**config.mk**
```make
export PLATFORM = sky130hd
export DESIGN_NAME = rr_artifact_filter_rmssd_flat
export DESIGN_NICKNAME = d
export VERILOG_FILES = /design/src/rrafr_pkg.sv /design/src/rrafr_if.sv /design/src/rr_artifact_filter_rmssd.sv /design/src/rrafr_divsqrt.sv /design/src/rrafr_window.sv /design/src/flat_wrapper.sv
export SDC_FILE = /design/constraint.sdc
export NUM_CORES = 2
export LEC_CHECK = 0
export BUFFER_PORTS_ARGS = -buffer_cell sky130_fd_sc_hd__buf_4
export CAP_MARGIN = 0
export CORE_AREA = 3 3 344 346
export DETAILED_ROUTE_END_ITERATION = 7
export DIE_AREA = 0 0 347 349
export PLACE_DENSITY = 0.53
export SYNTH_ARGS = -nofsm -noshare
export SYNTH_HDL_FRONTEND = slang
export SYNTH_SLANG_ARGS = --single-unit
```
**constraint.sdc**
```tcl
create_clock -name clk -period 10.54 [get_ports clk]
set_input_delay 2.108 -clock clk [delete_from_list [all_inputs] [get_ports clk]]
set_output_delay 2.108 -clock clk [all_outputs]
set_load 0.01 [all_outputs]
```
**src/rrafr_pkg.sv**
```systemverilog
// Package for the RR artifact filter / RMSSD block: sizes, register codes,
// reset values and the control structs passed between its modules.
// No dependencies.
package rrafr_pkg;

  localparam int RR_BITS_DEF       = 12;
  localparam int MAX_INTERVALS_DEF = 1024;

  localparam int THR_W     = 16;
  localparam int MINK_W    = 11;
  localparam int CFG_W     = 16;
  localparam int CFG_IDX_W = 1;

  localparam logic [CFG_IDX_W-1:0] REG_ARTIFACT_THRESHOLD = 1'd0;
  localparam logic [CFG_IDX_W-1:0] REG_MIN_KEPT           = 1'd1;

  localparam logic [THR_W-1:0]  THR_RESET  = 16'd13107;
  localparam logic [MINK_W-1:0] MINK_RESET = 11'd30;

  localparam int RMSSD_W       = 16;
  localparam int HR_W          = 24;
  localparam int KEPT_COUNT_W  = 11;
  localparam int DIFF_COUNT_W  = 10;
  localparam int RMS_FRAC_BITS = 8;
  localparam int MIN_DIFFS     = 2;

  localparam logic [RMSSD_W-1:0] RMSSD_MAX = 16'hFFFF;
  localparam logic [HR_W-1:0]    HR_MAX    = 24'hFFFFFF;
  // 60000 bpm*ms in 1/256 bpm
  localparam logic [HR_W-1:0]    HR_SCALE  = 24'd15360000;

  // default width of the shared divide/root unit for the default sizes
  localparam int DIVSQRT_W_DEF = 44;

  typedef struct packed {
    logic start;
    logic last;
    logic clear;
  } win_ctrl_t;

  typedef struct packed {
    logic done;
    logic invalid;
  } win_stat_t;

  typedef struct packed {
    logic start;
    logic sqrt_mode;
  } unit_ctrl_t;

endpackage

```
**src/rrafr_if.sv**
```systemverilog
// Stream interfaces for the RR artifact filter: interval requests in,
// window summary requests out. Depends on rrafr_pkg.
interface rrafr_in_if import rrafr_pkg::*; #(
  parameter int RR_BITS = RR_BITS_DEF
);
  logic               valid;
  logic               ready;
  logic [RR_BITS-1:0] rr_ms;
  logic               last_interval;

  modport source (output valid, output rr_ms, output last_interval, input ready);
  modport sink   (input valid, input rr_ms, input last_interval, output ready);
endinterface

interface rrafr_out_if import rrafr_pkg::*; ();
  logic                    valid;
  logic                    ready;
  logic [RMSSD_W-1:0]      rmssd_q4;
  logic                    rmssd_valid;
  logic [HR_W-1:0]         mean_hr_q8;
  logic                    mean_hr_valid;
  logic [KEPT_COUNT_W-1:0] kept_count;
  logic [DIFF_COUNT_W-1:0] diff_count;
  logic                    usable;
  logic                    window_invalid;

  modport source (
    output valid, output rmssd_q4, output rmssd_valid, output mean_hr_q8,
    output mean_hr_valid, output kept_count, output diff_count, output usable,
    output window_invalid, input ready
  );
  modport sink (
    input valid, input rmssd_q4, input rmssd_valid, input mean_hr_q8,
    input mean_hr_valid, input kept_count, input diff_count, input usable,
    input window_invalid, output ready
  );
endinterface

```
**src/rr_artifact_filter_rmssd.sv**
```systemverilog
// RR artifact filter and RMSSD / mean heart rate over one window.
// Intervals are filtered one at a time by the filter sequencer around its one
// multiplier; a new interval is taken only once the last one is through. A
// last interval's summary then runs through the shared divide/root unit
// (W = 44 bits by default) and is registered, held back by any output stall.
// Synchronous active-high reset clears the window and loads register defaults.
module rr_artifact_filter_rmssd import rrafr_pkg::*; #(
  parameter int MAX_INTERVALS = MAX_INTERVALS_DEF,
  parameter int RR_BITS       = RR_BITS_DEF,
  localparam int CNT_W   = $clog2(MAX_INTERVALS + 1),
  localparam int RSUM_W  = RR_BITS + CNT_W,
  localparam int SQ_W    = 2 * RR_BITS + CNT_W,
  localparam int MS_W    = SQ_W + RMS_FRAC_BITS,
  localparam int NUM_W   = HR_W + CNT_W,
  localparam int RAW_W   = (MS_W > NUM_W) ? MS_W : NUM_W,
  localparam int UNIT_W  = RAW_W + (RAW_W % 2),
  localparam int ROOT_W  = UNIT_W / 2,
  localparam int RX_W    = (ROOT_W > RMSSD_W) ? ROOT_W : RMSSD_W,
  localparam int CMP_W   = (CNT_W > MINK_W) ? CNT_W : MINK_W
) (
  input  logic                 clk,
  input  logic                 rst,
  input  logic                 cfg_we,
  input  logic [CFG_IDX_W-1:0] cfg_index,
  input  logic [CFG_W-1:0]     cfg_data,
  rrafr_in_if.sink             beat,
  rrafr_out_if.source          summary
);

  localparam logic [3:0] T_IDLE      = 4'd0;
  localparam logic [3:0] T_ITEM      = 4'd1;
  localparam logic [3:0] T_DIV_GO    = 4'd2;
  localparam logic [3:0] T_DIV_WAIT  = 4'd3;
  localparam logic [3:0] T_SQRT_GO   = 4'd4;
  localparam logic [3:0] T_SQRT_WAIT = 4'd5;
  localparam logic [3:0] T_HR_GO     = 4'd6;
  localparam logic [3:0] T_HR_WAIT   = 4'd7;
  localparam logic [3:0] T_FIN       = 4'd8;

  logic [3:0]        state;
  logic              item_last;
  logic [THR_W-1:0]  threshold;
  logic [MINK_W-1:0] min_kept;
  logic [ROOT_W-1:0] root;

  win_ctrl_t         win_ctrl;
  win_stat_t         win_stat;
  logic [CNT_W-1:0]  kept_total;
  logic [CNT_W-1:0]  pair_total;
  logic [RSUM_W-1:0] kept_rr_sum;
  logic [SQ_W-1:0]   squared_diff_sum;

  unit_ctrl_t        unit_ctrl;
  logic [UNIT_W-1:0] operand;
  logic [UNIT_W-1:0] divisor;
  logic              unit_done;
  logic [UNIT_W-1:0] unit_result;
  logic [NUM_W-1:0]  hr_num;

  logic               accept;
  logic               load;
  logic               out_valid;
  logic               inv;
  logic               rv;
  logic               hv;
  logic [RMSSD_W-1:0] rms_sat;
  logic [HR_W-1:0]    hr_sat;
  logic [RMSSD_W-1:0] rms_o;
  logic [HR_W-1:0]    hr_o;
  logic               use_o;

  // configuration
  always_ff @(posedge clk) begin
    if (rst) begin
      threshold <= THR_RESET;
      min_kept  <= MINK_RESET;
    end else if (cfg_we) begin
      case (cfg_index)
        REG_ARTIFACT_THRESHOLD: threshold <= cfg_data[THR_W-1:0];
        REG_MIN_KEPT:           min_kept  <= cfg_data[MINK_W-1:0];
        default: ;
      endcase
    end
  end

  assign beat.ready     = (state == T_IDLE);
  assign accept         = beat.valid && beat.ready;
  assign load           = (state == T_FIN) && (!out_valid || summary.ready);

  assign win_ctrl.start = accept;
  assign win_ctrl.last  = beat.last_interval;
  assign win_ctrl.clear = load;

  rrafr_window #(
    .RR_BITS       (RR_BITS),
    .MAX_INTERVALS (MAX_INTERVALS)
  ) u_window (
    .clk              (clk),
    .rst              (rst),
    .ctrl             (win_ctrl),
    .rr               (beat.rr_ms),
    .threshold        (threshold),
    .stat             (win_stat),
    .kept_total       (kept_total),
    .pair_total       (pair_total),
    .kept_rr_sum      (kept_rr_sum),
    .squared_diff_sum (squared_diff_sum)
  );

  always_comb begin
    hr_num              = NUM_W'(HR_SCALE) * NUM_W'(kept_total);
    unit_ctrl.start     = (state == T_DIV_GO) || (state == T_SQRT_GO) || (state == T_HR_GO);
    unit_ctrl.sqrt_mode = (state == T_SQRT_GO);
    operand             = UNIT_W'({squared_diff_sum, {RMS_FRAC_BITS{1'b0}}});
    divisor             = UNIT_W'(pair_total);
    case (state)
      T_SQRT_GO: operand = unit_result;
      T_HR_GO: begin
        operand = UNIT_W'(hr_num);
        divisor = UNIT_W'(kept_rr_sum);
      end
      default: ;
    endcase
  end

  rrafr_divsqrt #(
    .WIDTH (UNIT_W)
  ) u_divsqrt (
    .clk     (clk),
    .rst     (rst),
    .ctrl    (unit_ctrl),
    .operand (operand),
    .divisor (divisor),
    .done    (unit_done),
    .result  (unit_result)
  );

  // result fields
  always_comb begin
    inv     = win_stat.invalid;
    rv      = !inv && (pair_total != '0);
    hv      = !inv && (kept_total != '0);
    rms_sat = (RX_W'(root) > RX_W'(RMSSD_MAX)) ? RMSSD_MAX : RMSSD_W'(root);
    hr_sat  = (unit_result > UNIT_W'(HR_MAX)) ? HR_MAX : HR_W'(unit_result);
    rms_o   = rv ? rms_sat : '0;
    hr_o    = hv ? hr_sat : '0;
    use_o   = !inv && (CMP_W'(kept_total) >= CMP_W'(min_kept)) &&
              (pair_total >= CNT_W'(MIN_DIFFS)) && (rms_o != '0) && (hr_o != '0);
  end

  always_ff @(posedge clk) begin
    if (rst) begin
      state <= T_IDLE;
    end else begin
      case (state)
        T_IDLE: begin
          if (accept) begin
            item_last <= beat.last_interval;
            state     <= T_ITEM;
          end
        end
        T_ITEM: begin
          if (win_stat.done) begin
            state <= item_last ? T_DIV_GO : T_IDLE;
          end
        end
        T_DIV_GO:    state <= T_DIV_WAIT;
        T_DIV_WAIT:  if (unit_done) state <= T_SQRT_GO;
        T_SQRT_GO:   state <= T_SQRT_WAIT;
        T_SQRT_WAIT: begin
          if (unit_done) begin
            root  <= unit_result[ROOT_W-1:0];
            state <= T_HR_GO;
          end
        end
        T_HR_GO:     state <= T_HR_WAIT;
        T_HR_WAIT:   if (unit_done) state <= T_FIN;
        T_FIN:       if (load) state <= T_IDLE;
        default:     state <= T_IDLE;
      endcase
    end
  end

  // output register
  always_ff @(posedge clk) begin
    if (rst) begin
      out_valid <= 1'b0;
    end else if (load) begin
      out_valid <= 1'b1;
    end else if (summary.ready) begin
      out_valid <= 1'b0;
    end
  end

  always_ff @(posedge clk) begin
    if (load) begin
      summary.rmssd_q4       <= rms_o;
      summary.rmssd_valid    <= rv;
      summary.mean_hr_q8     <= hr_o;
      summary.mean_hr_valid  <= hv;
      summary.kept_count     <= inv ? '0 : KEPT_COUNT_W'(kept_total);
      summary.diff_count     <= inv ? '0 : DIFF_COUNT_W'(pair_total);
      summary.usable         <= use_o;
      summary.window_invalid <= inv;
    end
  end

  assign summary.valid = out_valid;

endmodule

```
**src/rrafr_divsqrt.sv**
```systemverilog
// Shared shift/compare/subtract unit: restoring divide (one quotient bit a
// cycle) or integer square root (one root bit a cycle). Depends on rrafr_pkg.
module rrafr_divsqrt import rrafr_pkg::*; #(
  parameter int WIDTH = DIVSQRT_W_DEF,
  localparam int CNT_W = $clog2(WIDTH + 1)
) (
  input  logic             clk,
  input  logic             rst,
  input  unit_ctrl_t       ctrl,
  input  logic [WIDTH-1:0] operand,
  input  logic [WIDTH-1:0] divisor,
  output logic             done,
  output logic [WIDTH-1:0] result
);

  logic             busy;
  logic             sqrt_mode;
  logic [CNT_W-1:0] cnt;
  logic [WIDTH-1:0] opnd;
  logic [WIDTH-1:0] dvs;
  logic [WIDTH+1:0] rem;
  logic [WIDTH-1:0] res;
  logic [WIDTH+1:0] rem_sh;
  logic [WIDTH+1:0] trial;
  logic             take;

  always_comb begin
    if (sqrt_mode) begin
      rem_sh = {rem[WIDTH-1:0], opnd[WIDTH-1 -: 2]};
      trial  = {res, 2'b01};
    end else begin
      rem_sh = {rem[WIDTH:0], opnd[WIDTH-1]};
      trial  = {2'b00, dvs};
    end
    take = rem_sh >= trial;
  end

  assign result = res;

  always_ff @(posedge clk) begin
    if (rst) begin
      busy <= 1'b0;
      done <= 1'b0;
      cnt  <= '0;
    end else begin
      done <= 1'b0;
      if (ctrl.start) begin
        busy      <= 1'b1;
        sqrt_mode <= ctrl.sqrt_mode;
        opnd      <= operand;
        dvs       <= divisor;
        rem       <= '0;
        res       <= '0;
        cnt       <= ctrl.sqrt_mode ? CNT_W'(WIDTH / 2) : CNT_W'(WIDTH);
      end else if (busy) begin
        rem  <= take ? rem_sh - trial : rem_sh;
        res  <= {res[WIDTH-2:0], take};
        opnd <= sqrt_mode ? {opnd[WIDTH-3:0], 2'b00} : {opnd[WIDTH-2:0], 1'b0};
        cnt  <= cnt - 1'b1;
        if (cnt == CNT_W'(1)) begin
          busy <= 1'b0;
          done <= 1'b1;
        end
      end
    end
  end

endmodule

```
**src/rrafr_window.sv**
```systemverilog
// Per-interval artifact filter and window accumulators, sequenced through the
// right, left, retire and end states around one shared multiplier. Depends on rrafr_pkg.
module rrafr_window import rrafr_pkg::*; #(
  parameter int RR_BITS       = RR_BITS_DEF,
  parameter int MAX_INTERVALS = MAX_INTERVALS_DEF,
  localparam int CNT_W  = $clog2(MAX_INTERVALS + 1),
  localparam int RSUM_W = RR_BITS + CNT_W,
  localparam int SQ_W   = 2 * RR_BITS + CNT_W
) (
  input  logic               clk,
  input  logic               rst,
  input  win_ctrl_t          ctrl,
  input  logic [RR_BITS-1:0] rr,
  input  logic [THR_W-1:0]   threshold,
  output win_stat_t          stat,
  output logic [CNT_W-1:0]   kept_total,
  output logic [CNT_W-1:0]   pair_total,
  output logic [RSUM_W-1:0]  kept_rr_sum,
  output logic [SQ_W-1:0]    squared_diff_sum
);

  localparam int PROD_W = THR_W + RR_BITS;

  localparam logic [2:0] W_IDLE   = 3'd0;
  localparam logic [2:0] W_RIGHT  = 3'd1;
  localparam logic [2:0] W_LEFT   = 3'd2;
  localparam logic [2:0] W_RETIRE = 3'd3;
  localparam logic [2:0] W_END    = 3'd4;

  logic [2:0]         state;
  logic [RR_BITS-1:0] rr_cur;
  logic [RR_BITS-1:0] rr_one_back;
  logic [RR_BITS-1:0] rr_two_back;
  logic               last_cur;
  logic               left_match_one_back;
  logic               keep_two_back;
  logic               keep_sel;
  logic               left_new;
  logic               final_retire;
  logic               invalid_seen;
  logic [CNT_W-1:0]   item_count;

  logic [THR_W-1:0]   mul_a;
  logic [RR_BITS-1:0] mul_b;
  logic [PROD_W-1:0]  product;
  logic [RR_BITS-1:0] diff_cur;
  logic [RR_BITS-1:0] diff_old;
  logic [PROD_W-1:0]  diff_cur_sh;
  logic               close;

  always_comb begin
    diff_cur = (rr_one_back > rr_cur) ? rr_one_back - rr_cur : rr_cur - rr_one_back;
    diff_old = (rr_one_back > rr_two_back) ? rr_one_back - rr_two_back
                                           : rr_two_back - rr_one_back;
    mul_a = threshold;
    mul_b = rr_cur;
    case (state)
      W_LEFT:   mul_b = rr_one_back;
      W_RETIRE: begin
        mul_a = THR_W'(diff_old);
        mul_b = diff_old;
      end
      default: ;
    endcase
    product     = PROD_W'(mul_a) * PROD_W'(mul_b);
    diff_cur_sh = {diff_cur, {THR_W{1'b0}}};
    close       = diff_cur_sh <= product;
  end

  assign stat.done    = (state == W_END && !(last_cur && !invalid_seen)) ||
                        (state == W_RETIRE && final_retire);
  assign stat.invalid = invalid_seen;

  always_ff @(posedge clk) begin
    if (rst) begin
      state               <= W_IDLE;
      final_retire        <= 1'b0;
      rr_one_back         <= '0;
      rr_two_back         <= '0;
      left_match_one_back <= 1'b0;
      keep_two_back       <= 1'b0;
      item_count          <= '0;
      kept_total          <= '0;
      pair_total          <= '0;
      kept_rr_sum         <= '0;
      squared_diff_sum    <= '0;
      invalid_seen        <= 1'b0;
    end else begin
      case (state)
        W_IDLE: begin
          if (ctrl.clear) begin
            rr_one_back         <= '0;
            rr_two_back         <= '0;
            left_match_one_back <= 1'b0;
            keep_two_back       <= 1'b0;
            item_count          <= '0;
            kept_total          <= '0;
            pair_total          <= '0;
            kept_rr_sum         <= '0;
            squared_diff_sum    <= '0;
            invalid_seen        <= 1'b0;
          end else if (ctrl.start) begin
            rr_cur   <= rr;
            last_cur <= ctrl.last;
            state    <= W_END;
            if (item_count >= CNT_W'(MAX_INTERVALS)) begin
              invalid_seen <= 1'b1;
            end else begin
              item_count <= item_count + 1'b1;
              if (rr == '0 || invalid_seen) begin
                invalid_seen <= 1'b1;
              end else if (item_count == '0) begin
                rr_one_back         <= rr;
                left_match_one_back <= 1'b0;
              end else begin
                state <= W_RIGHT;
              end
            end
          end
        end
        W_RIGHT: begin
          keep_sel <= left_match_one_back | close;
          state    <= W_LEFT;
        end
        W_LEFT: begin
          left_new <= close;
          state    <= W_RETIRE;
        end
        W_RETIRE: begin
          if (keep_sel) begin
            kept_total  <= kept_total + 1'b1;
            kept_rr_sum <= kept_rr_sum + RSUM_W'(rr_one_back);
            if (keep_two_back) begin
              squared_diff_sum <= squared_diff_sum + SQ_W'(product);
              pair_total       <= pair_total + 1'b1;
            end
          end
          keep_two_back <= keep_sel;
          rr_two_back   <= rr_one_back;
          if (final_retire) begin
            final_retire <= 1'b0;
            state        <= W_IDLE;
          end else begin
            rr_one_back         <= rr_cur;
            left_match_one_back <= left_new;
            state               <= W_END;
          end
        end
        W_END: begin
          // last interval is decided on its left neighbour only
          if (last_cur && !invalid_seen) begin
            keep_sel     <= (item_count == CNT_W'(1)) | left_match_one_back;
            final_retire <= 1'b1;
            state        <= W_RETIRE;
          end else begin
            state <= W_IDLE;
          end
        end
        default: state <= W_IDLE;
      endcase
    end
  end

endmodule

```
**src/flat_wrapper.sv**
```systemverilog
// flat-port wrapper written by rule: the top's interface ports become plain ports
module rr_artifact_filter_rmssd_flat import rrafr_pkg::*;
#(
  parameter int MAX_INTERVALS = MAX_INTERVALS_DEF,
  parameter int RR_BITS       = RR_BITS_DEF,
  localparam int CNT_W   = $clog2(MAX_INTERVALS + 1),
  localparam int RSUM_W  = RR_BITS + CNT_W,
  localparam int SQ_W    = 2 * RR_BITS + CNT_W,
  localparam int MS_W    = SQ_W + RMS_FRAC_BITS,
  localparam int NUM_W   = HR_W + CNT_W,
  localparam int RAW_W   = (MS_W > NUM_W) ? MS_W : NUM_W,
  localparam int UNIT_W  = RAW_W + (RAW_W % 2),
  localparam int ROOT_W  = UNIT_W / 2,
  localparam int RX_W    = (ROOT_W > RMSSD_W) ? ROOT_W : RMSSD_W,
  localparam int CMP_W   = (CNT_W > MINK_W) ? CNT_W : MINK_W
)
  (clk, rst, cfg_we, cfg_index, cfg_data, beat_valid, beat_rr_ms, beat_last_interval, beat_ready, summary_valid, summary_rmssd_q4, summary_rmssd_valid, summary_mean_hr_q8, summary_mean_hr_valid, summary_kept_count, summary_diff_count, summary_usable, summary_window_invalid, summary_ready);
  rrafr_in_if #(.RR_BITS(RR_BITS)) beat_i ();
  rrafr_out_if summary_i ();
  input  logic clk;
  input  logic rst;
  input  logic cfg_we;
  input  logic [CFG_IDX_W-1:0] cfg_index;
  input  logic [CFG_W-1:0] cfg_data;
  input wire logic [$bits(beat_i.valid)-1:0] beat_valid;
  input wire logic [$bits(beat_i.rr_ms)-1:0] beat_rr_ms;
  input wire logic [$bits(beat_i.last_interval)-1:0] beat_last_interval;
  output wire logic [$bits(beat_i.ready)-1:0] beat_ready;
  output wire logic [$bits(summary_i.valid)-1:0] summary_valid;
  output wire logic [$bits(summary_i.rmssd_q4)-1:0] summary_rmssd_q4;
  output wire logic [$bits(summary_i.rmssd_valid)-1:0] summary_rmssd_valid;
  output wire logic [$bits(summary_i.mean_hr_q8)-1:0] summary_mean_hr_q8;
  output wire logic [$bits(summary_i.mean_hr_valid)-1:0] summary_mean_hr_valid;
  output wire logic [$bits(summary_i.kept_count)-1:0] summary_kept_count;
  output wire logic [$bits(summary_i.diff_count)-1:0] summary_diff_count;
  output wire logic [$bits(summary_i.usable)-1:0] summary_usable;
  output wire logic [$bits(summary_i.window_invalid)-1:0] summary_window_invalid;
  input wire logic [$bits(summary_i.ready)-1:0] summary_ready;
  assign beat_i.valid = beat_valid;
  assign beat_i.rr_ms = beat_rr_ms;
  assign beat_i.last_interval = beat_last_interval;
  assign beat_ready = beat_i.ready;
  assign summary_valid = summary_i.valid;
  assign summary_rmssd_q4 = summary_i.rmssd_q4;
  assign summary_rmssd_valid = summary_i.rmssd_valid;
  assign summary_mean_hr_q8 = summary_i.mean_hr_q8;
  assign summary_mean_hr_valid = summary_i.mean_hr_valid;
  assign summary_kept_count = summary_i.kept_count;
  assign summary_diff_count = summary_i.diff_count;
  assign summary_usable = summary_i.usable;
  assign summary_window_invalid = summary_i.window_invalid;
  assign summary_i.ready = summary_ready;
  rr_artifact_filter_rmssd #(.MAX_INTERVALS(MAX_INTERVALS), .RR_BITS(RR_BITS)) u_core (.clk(clk), .rst(rst), .cfg_we(cfg_we), .cfg_index(cfg_index), .cfg_data(cfg_data), .beat(beat_i), .summary(summary_i));
endmodule
```
==> results.json <==
{
  "setup_viol": 0,
  "yosysMostFrequentCell": "nand2_1",
  "place_inst": 5275,
  "crit_path_end_kind": "register",
  "met2_usage_pct": 27.2,
  "dp_hpwl_um": 80700,
  "initial_core_util_pct": 29.8,
  "synthCells": 3728,
  "drt_iter0_drc": 1989,
  "slowest_delay_ns": 0.55,
  "dieArea_sq_um": 121000,
  "tightest_slew_ns": 1.06,
  "gp_congestion": 0.916,
  "crit_path_frequent_cell": "fa_1",
  "clk_path_buf_depth": 3,
  "max_slew_margin_pct": 29.1,
  "arrival_ns": 10.65,
  "first_global_vias": 26600,
  "drcViolationCount": 0,
  "rsz0062_at_grt": "yes",
  "core-area_sq_um": 116000,
  "io_pins": 102,
  "die_height_um": 349,
  "status": "completed",
  "skew_ns": 0.0196,
  "htree_levels": 2,
  "row_count": 125,
  "viasPerCell": 5.04,
  "yosysTopAreaCell": "edfxtp_1",
  "cts_root_buffer": "clkbuf_16",
  "grt_busiest_layer": "met2",
  "track_usage_pct": 16.8,
  "synth_fp_nets": 4255,
  "syn2layout_area_growth_pct": 14.4,
  "grt_pass1_wl_um": 160000,
  "ys_ff_latch": 422,
  "critPathSlowestCell": "fa_1",
  "maxCapViolCount": 0,
  "drive_above_1_share_pct": 12.0,
  "async_flop_share_pct": 0,
  "vias": 27100,
  "wl_per_cell_um": 19.3,
  "grtUsageMet3_pct": 2.45,
  "cts.sinks": 422,
  "synth.distinct_cells": 83,
  "synth_area_leaders": "edfxtp_1 (23%), ha_1 (11%), fa_1 (11%)",
  "ys_seq_area_share_pct": 32.0,
  "hold_viol_final": 0,
  "fin_nets": 4348,
  "wl_um": 104000,
  "synthTopCellsByCount": "nand2_1 (437), inv_1 (353), ha_1 (308)",
  "period_needed_ns": 10.17,
  "hold_path_class": "register to register",
  "die_w_um": 347,
  "yosysTopAreaCellShare_pct": 22.6,
  "drv_slew": 0,
  "cts_tree": "built",
  "grt-ovfl-total": 0,
  "ant_nets": 0,
  "synth-edff-count": 260,
  "path_max_fanout": 8,
  "grtUsageMet1_pct": 23.9,
  "numCtsBuffers": 48,
  "instances_no_fill": 5384,
  "max_freq_mhz": 98.4,
  "synth_ff_type": "edfxtp_1",
  "required_ns": 11.03,
  "antenna_cells": 0,
  "firstDrtPassIters": 5,
  "syn_avg_cell_area_sq_um": 9.26,
  "clkLatencyLatePin_ns": 0.62,
  "grt_max_degree": 92,
  "cts.reportedPaths.clkPinSlew_ns": 0.06,
  "period_share_pct": 96.5,
  "syn-cell-area_sq_um": 34500,
  "io_buffers": 101,
  "yosysWarnings": 0,
  "antenna_found_initial": 4,
  "critPathKind": "register to register",
  "cp-start-kind": "register"
}
metrics by stage:
step	worst slack (ns)	setup TNS [ns]	hold slack, ns	instance area (sq um)	utilization (%)
final	0.374	0	0.457	39500	34.1
after global routing	-0.0645	-0.0645	0.489	39500	34.1
after detailed placement	-0.0266	-0.0266	0.447	37300	32.2
after CTS	0.0209	0	0.459	39000	33.7
after global placement	0.131	0	0.441	37300	32.2
after floorplan	0.290	0	0.406	34500	-
cells in the final DEF, fill, tap and decap left out, types with 16 or more instances in the layout:
master / instances
clkbuf_16: 51
dfxtp_1: 160
a21o_1: 78
nand2_1: 434
o21bai_1: 21
buf_4: 218
a22o_1: 16
nand3b_1: 16
xor2_1: 64
edfxtp_1: 260
a211oi_1: 76
or3_1: 17
inv_1: 350
and3_1: 66
a21oi_1: 228
nor3_1: 44
nor4_1: 31
nand4_1: 31
o211ai_1: 20
o21a_1: 63
xnor2_1: 99
mux2_2: 66
mux2i_1: 111
ha_1: 299
o21ai_0: 142
fa_1: 180
nor2b_1: 42
nand2b_1: 25
nor2_1: 218
a31oi_1: 18
nand3_1: 61
and2_1: 91
what timing repair did:
action                                  in CTS  in global routing
pin swaps                                    0                 34
gates resized for setup                      2                 79
hold buffers                                 0                  0
buffers inserted                             0                 17
endpoints found under the setup margin       1                 11
cloned                                       0                  3
sequential cells by signal (all words and copies together) (netlist names), 16 cells and up:
signal                            flops
u_core.summary.mean_hr_q8            24
u_core.root                          22
u_core.threshold                     16
u_core.u_window.kept_rr_sum          23
u_core.u_divsqrt.dvs                 23
u_core.u_divsqrt.result              44
u_core.u_window.squared_diff_sum     35
u_core.u_divsqrt.opnd                44
u_core.summary.rmssd_q4              16
u_core.u_divsqrt.rem                 45
worst max-delay path, delay by kind of cell (launching register included):
family / cells / cell delay, ns
adder cells (fa/ha/maj): 9 / 3.70
AND/OR/NAND/NOR: 10 / 2.50
AO/OA/AOI/OAI: 12 / 2.50
buffers and inverters: 8 / 0.73
flip-flops: 1 / 0.32
XOR/XNOR: 2 / 0.26
layout make-up:
cell class	instances	area (sq um)
multi-input combinational	2770	21800
inverter	354	1330
sequential	422	11100
clock inverter	20	265
fill	12000	76300
timing repair buffer	225	1710
clock buffer	69	1380
tap	1524	1910
per-layer routing:
| layer | wire length (um) | up-vias |
|---|---|---|
| met5 | 0 | - |
| met4 | 1980 | 0 |
| met3 | 5510 | 115 |
| met2 | 47400 | 630 |
| met1 | 49100 | 13200 |
| li1 | - | 13200 |
path summary, 6_finish.rpt:
check	start	to	slack [ns]	depth (start not counted)
hold reg to reg	u_core.min_kept[10]	u_core.min_kept[10]	0.46	2
hold / removal	u_core.min_kept[10]	u_core.min_kept[10]	0.46	2
setup reg to reg	u_core.u_window.rr_one_back[0]	u_core.u_window.keep_sel	0.37	41
setup / recovery	u_core.u_window.rr_one_back[0]	u_core.u_window.keep_sel	0.37	41
kinds of logic (layout without fill, tap and decap cells):
logic type | Yosys count | count (layout) | share of synthesized area, %
AO/OA/AOI/OAI | 798 | 799 | 14.9
XOR/XNOR | 164 | 164 | 4.16
adder cells (fa/ha/maj) | 492 | 492 | 21.8
buffers and inverters | 537 | 668 | 5.97
flip-flops | 422 | 422 | 32.0
multiplexers | 180 | 180 | 5.46
AND/OR/NAND/NOR | 1135 | 1135 | 15.7
Power is not shown: default switching activity piles up to over one toggle a cycle in this logic, so the estimate is an artifact.
